==> config.mk <==
export PLATFORM = sky130hd
export DESIGN_NAME = pll_merge
export DESIGN_NICKNAME = d
export VERILOG_FILES = /design/src/hw/rtl/pll_pkg.sv /design/src/hw/rtl/pll_merge.sv
export SDC_FILE = /design/constraint.sdc
export NUM_CORES = 1
export LEC_CHECK = 0
export BUFFER_PORTS_ARGS = -buffer_cell sky130_fd_sc_hd__buf_2
export CAP_MARGIN = 25
export CORE_MARGIN = 1
export CORE_UTILIZATION = 50
export DETAILED_ROUTE_END_ITERATION = 8
export GPL_TIMING_DRIVEN = 1
export PLACE_DENSITY_LB_ADDON = 0.15
export SLEW_MARGIN = 20
export SYNTH_ARGS = -nofsm -noshare
export SYNTH_HDL_FRONTEND = slang
export SYNTH_SLANG_ARGS = --single-unit
==> constraint.sdc <==
create_clock -name clk -period 4.78 [get_ports clk]
set_clock_uncertainty 0.15 [all_clocks]
set_input_delay 0.717 -clock clk [delete_from_list [all_inputs] [get_ports clk]]
set_output_delay 0.717 -clock clk [all_outputs]
set_load 0.02 [all_outputs]
==> src/hw/rtl/pll_pkg.sv <==
package pll_pkg;

  localparam int SAMPLE_W   = 16;
  localparam int WEIGHT_W   = 17;
  localparam int PROD_W     = SAMPLE_W + WEIGHT_W;
  localparam int SUM_W      = PROD_W + 2;
  localparam int CFG_W      = WEIGHT_W;
  localparam int CFG_IDX_W  = 3;
  localparam int DEF_TABLE_DEPTH = 65536;
  localparam int ROUND_HALF = 32768;

  localparam logic [WEIGHT_W-1:0] RST_WEIGHT_FIRST  = WEIGHT_W'(4732);
  localparam logic [WEIGHT_W-1:0] RST_WEIGHT_SECOND = WEIGHT_W'(46871);
  localparam logic [WEIGHT_W-1:0] RST_WEIGHT_THIRD  = WEIGHT_W'(13933);

  typedef enum logic [CFG_IDX_W-1:0] {
    REG_TABLE_ENABLE  = 3'd0,
    REG_WIDE_SAMPLES  = 3'd1,
    REG_COLOR_INPUT   = 3'd2,
    REG_WEIGHT_FIRST  = 3'd3,
    REG_WEIGHT_SECOND = 3'd4,
    REG_WEIGHT_THIRD  = 3'd5
  } cfg_reg_t;

  typedef struct packed {
    logic                en;
    logic [SAMPLE_W-1:0] addr;
    logic [SAMPLE_W-1:0] data;
  } tbl_wr_t;

  typedef struct packed {
    logic table_en;
    logic wide;
    logic rd_en;
    logic adv2;
  } lane_ctl_t;

endpackage

==> src/hw/rtl/pll_merge.sv <==
module pll_merge (
  input  logic                          clk,
  input  logic                          en,
  input  logic                          color,
  input  logic [pll_pkg::PROD_W-1:0]    prod_first,
  input  logic [pll_pkg::PROD_W-1:0]    prod_second,
  input  logic [pll_pkg::PROD_W-1:0]    prod_third,
  input  logic [pll_pkg::SAMPLE_W-1:0]  lin_first,
  input  logic [pll_pkg::SAMPLE_W-1:0]  lin_second,
  input  logic [pll_pkg::SAMPLE_W-1:0]  lin_third,
  output logic [pll_pkg::SAMPLE_W-1:0]  luma,
  output logic [pll_pkg::SAMPLE_W-1:0]  linear_first,
  output logic [pll_pkg::SAMPLE_W-1:0]  linear_second,
  output logic [pll_pkg::SAMPLE_W-1:0]  linear_third,
  output logic                          luma_saturated
);
  import pll_pkg::*;

  logic [SUM_W-1:0]    sum;
  logic                over;
  logic [SAMPLE_W-1:0] luma_c;

  assign sum = SUM_W'(prod_first) + SUM_W'(prod_second) + SUM_W'(prod_third)
             + SUM_W'(ROUND_HALF);
  assign over   = |sum[SUM_W-1:SAMPLE_W+16];
  assign luma_c = over ? '1 : sum[SAMPLE_W+15:16];

  always_ff @(posedge clk) begin
    if (en) begin
      linear_first <= lin_first;
      if (color) begin
        luma           <= luma_c;
        luma_saturated <= over;
        linear_second  <= lin_second;
        linear_third   <= lin_third;
      end else begin
        // gray: replicate the one channel
        luma           <= lin_first;
        luma_saturated <= 1'b0;
        linear_second  <= lin_first;
        linear_third   <= lin_first;
      end
    end
  end

endmodule

Word-level counts from Yosys, hierarchy flattened
Index checks and enable logic that the tools add are counted.
Widths: inputs -> output; s select.

word-level totals
  flip-flop bits (word level) = 65

operators by class
  add/sub/neg operators = 3
  multiplexer cells = 4
  reduce and logical (&&, ||, !) cells = 1

operator list
  kind                    number
  $mux 16                 4
  $add 34x33->35          1
  $add 35x16->35 const B  1
  $add 33x33->34          1
  $reduce_or 3->1         1

Depth between registers and ports, before layout
  word-level depth = 6
  gate-level depth with buffers = 14
  gate-level depth less buffers = 13

Least setup slack after synthesis
No wires, ideal clock.

  kind = input-to-reg
  from = input port prod_first[3] in the netlist's numbering
  to = register luma[10] in the netlist's numbering (data pin)
  data required time = 4.348 ns
  cell stages on the path = 14
  arrival time = 3.782 ns
  slack = 0.566 ns
  setup time = 0.282 ns
  cells stage by stage = inv_1 > fa_1 > inv_1 > ha_1 > ha_1 > and3_4 > a211o_1 > a221oi_4 > o211ai_2 > a31o_1 > and4b_4 > nor3b_4 > buf_6 > a41oi_1

between the ends
  cells in the longest elaborated chain, start to end = 6

RTL lines
  what                  line             text
  from (decl)           pll_merge.sv:5   input logic [pll_pkg::PROD_W-1:0] prod_first,
  $add 33x33->34 *      pll_merge.sv:23  assign sum = SUM_W'(prod_first) + SUM_W'(prod_second) + SUM_W'(prod_third)
  $add 34x33->35 *      pll_merge.sv:23
  $add 35x16->35 *      pll_merge.sv:24  + SUM_W'(ROUND_HALF);
  $reduce_or 3->1       pll_merge.sv:25  assign over = |sum[SUM_W-1:SAMPLE_W+16];
  $mux 16 *             pll_merge.sv:26  assign luma_c = over ? '1 : sum[SAMPLE_W+15:16];
  $mux 16 *             pll_merge.sv:31  if (color) begin
  to (signal assigned)  pll_merge.sv:32  luma <= luma_c;
  to (signal assigned)  pll_merge.sv:38  luma <= lin_first;
  to (decl)             pll_merge.sv:11  output logic [pll_pkg::SAMPLE_W-1:0] luma,

Mark *: on every way between the ends. The rest lies on a longest branch, timed or not.
A chain may end at the register's enable or synchronous reset.

Worst setup path after layout
  from = input port prod_first[3] in the netlist's numbering
  to = register luma[12] in the netlist's numbering (data pin)

The elaborated chain is that of the path after synthesis.

==> flow_summary.yaml <==
outcome:
  outcome: "finished clean"
route:
  via_per_inst: 5.003
  vias: 4583
  ant_nets: 0
  wl_per_cell_um: 13.16
  drc: 0
  routed_wl_um: 12050
  dr.pass1.iters: 4
  first_iter_violations: 175
sta:
  slew_viol_final: 0
  setup_tns_ns: 0
  fmax_mhz: 242.1
  relSlewSlack: 0.4825
  worst_pin_slew_ns: 0.7762
  period_needed_ns: 4.130
  period_share: 0.8640
  setup_viol: 0
  hold_viol: 0
  setup_slack_ns: 0.6501
  rsz0062_at_grt: "no"
yosys:
  avgSynthCellArea_sq_um: 9.744
  ys_types: 50
  yosysTopAreaCell: "edfxtp_1"
  syn-cell-area_sq_um: 5456
  async_reset_ff_frac: 0
  yosys.area.top_type_share: 0.3577
  yosys-top-cells-area: "edfxtp_1, ha_1, fa_1, inv_1, nand2_1"
  synth_nets: 805
  synthCells: 560
  synth_edf_count: 65
  yosys_warnings: 0
  synth-seq-cells: 65
  ys_seq_area_frac: 0.3577
  ys.flop_type: "edfxtp_1"
power_and_ir_drop:
  p_seq_frac: 0.327
  p_leak_nw: 3.622
  power_density_nw_per_um2: 314.8
  p_total_mw: 2.164
  internal_power_mw: 1.357
  peakVddDrop_mv: 0.2139
  sw_frac_of_total: 0.3727
  pwr-share-clk: 0.197
  p_switching_mw: 0.8064
  power_frac_comb: 0.476
finish:
  areaGrowthSynthToFinish_pct: 25.96
  final_core_util: 0.6569
  finalNetCount: 1020
  layout_common_cells: "buf_2, inv_1, nand2_1"
  fillCellCount: 864
  layoutNonFillerInstCount: 916
  drive_gt1_frac: 0.3064
  mostFrequentLayoutCell: "buf_2"
  diodes: 0
clock_network:
  clk_pin_slew_worst_paths_ns: 0.07
  cts-root-buf: "clkbuf_8"
  holdBufCountCts: 0
  cts_buffers: 9
  ctsResizeCount: 0
  cts_buffer_depth: 2
  cts_tree: "done"
  htree_num_levels: 3
  cts_setup_buffers: 0
  cts.sinks: 65
placed_design:
  dp_hpwl_um: 10200
  dp_cells: 900
  gp_congestion: 0.8655
  dp_slack_ns: 0.3109
  io_buffers: 214
min_path:
  hold_path.class: "in -> reg"
floorplan:
  die-area_sq_um: 11330
  rows: 37
  initial_core_util: 0.5215
  pin_count: 215
  die_x_um: 106.5
  core-area_sq_um: 10460
  die-height_um: 106.5
flow_run:
  max-cap-violations: 0
critical_path:
  cp_top_family: "compound AO/OA/AOI/OAI gates"
  path_cells: "buf_2 -> inv_1 -> fa_1 -> inv_1 -> ha_1 -> ha_1 -> and3_4 -> a211o_1 -> a221oi_4 -> o211ai_2 -> a31o_1 -> and4b_4 -> nor3b_4 -> buf_4 -> a41oi_1"
  slowest_stage: "fa_1"
  endpoint_kind: "flip-flop"
  cp.arrival_ns: 4.01
  crit_buf_inv: 4
  critPathMaxStageDelay_ns: 0.53
  required_ns: 4.66
  critPathMaxFanout: 17
  critPathLaunchType: "input pin"
  crit_type: "in -> reg"
grt:
  first_global_vias: 4515
  grt_usage: 0.2190
  grt_first_pass_wirelength_um: 19950
  antenna_found_initial: 0
  grt_max_degree: 50
  overflow: 0
==> final timing paths <==
check / startpoint / cells after the start / end / slack (ns)
setup / recovery: prod_first[3] / 15 / luma[12] / 0.65
hold / removal: lin_first[11] / 1 / linear_first[11] / 0.44
==> Yosys cell counts (2+ instances only) <==
library cell and count:
nand4_1 6, clkbuf_1 12, o2111ai_1 3, o21ai_0 8, nand3_1 3, nor3_1 5
and3_1 2, a211oi_1 2, a21oi_1 32, a41oi_1 13, o211ai_1 4, and2_1 2
nand2_1 84, inv_1 109, o211a_1 2, and4_1 2, o21bai_1 3, xnor2_1 8
a21boi_0 4, ha_1 63, or3_1 2, nand3b_1 2, nor2_1 24, nand2b_1 17
nor2b_1 4, a22o_1 2, xor2_1 6, a21o_1 11, a31oi_1 5, o21a_1 5
fa_1 32, edfxtp_1 65
==> area by class of cell <==
type | instances | area [sq um] | area share
Timing Repair Buffer | 218 | 1121 | 0.1631
Clock buffer | 10 | 127.6 | 0.01857
Tap cell | 136 | 170.2 | 0.02476
Clock inverter | 6 | 58.81 | 0.008556
Inverter | 109 | 409.1 | 0.05953
Sequential cell | 65 | 1952 | 0.2840
Multi-Input combinational cell | 372 | 3034 | 0.4415
==> logic make-up (layout without fill, tap and decap cells) <==
| group | count (synthesis) | after routing | synth area share |
|---|---|---|---|
| AND/OR/NAND/NOR | 160 | 160 | 0.1390 |
| adder cells (fa/ha/maj) | 95 | 95 | 0.2619 |
| flip-flops | 65 | 65 | 0.3577 |
| XOR/XNOR | 14 | 14 | 0.02247 |
| AO/OA/AOI/OAI | 103 | 103 | 0.1328 |
| buffers and inverters | 123 | 343 | 0.08622 |
==> registers in the layout (all words and copies together) (netlist names) <==
| register | cells |
|---|---|
| luma | 16 |
| linear_second | 16 |
| linear_first | 16 |
| luma_saturated | 1 |
| linear_third | 16 |
==> power by group through the flow <==
stage	logic, mW	clock network [mW]	registers [mW]
global placement	1.00	0	0.718
floorplan	0.652	0	0.794
CTS	1.04	0.439	0.708
global route	1.16	0.459	0.712
finish	1.03	0.426	0.707
detailed placement	1.03	0	0.720
==> per-layer routing <==
| layer | GRT usage | vias up | part of all wire |
|---|---|---|---|
| met1 | 0.2861 | 2065 | 0.44 |
| li1 | - | 2328 | - |
| met3 | 0.02636 | 8 | 0.067 |
| met5 | 0 | - | 0 |
| met4 | 0.06164 | 0 | 0.0091 |
| met2 | 0.3827 | 182 | 0.48 |
==> through the flow <==
step                      area [sq um]  hold WS [ns]
after detailed placement          6686        0.7780
final                             6873        0.4443
after floorplan                   5456        0.6659
after global placement            6659        0.7761
after global routing              6873        0.4248
after CTS                         6873        0.4273
No activity file was read; power rests on OpenSTA's default activity.
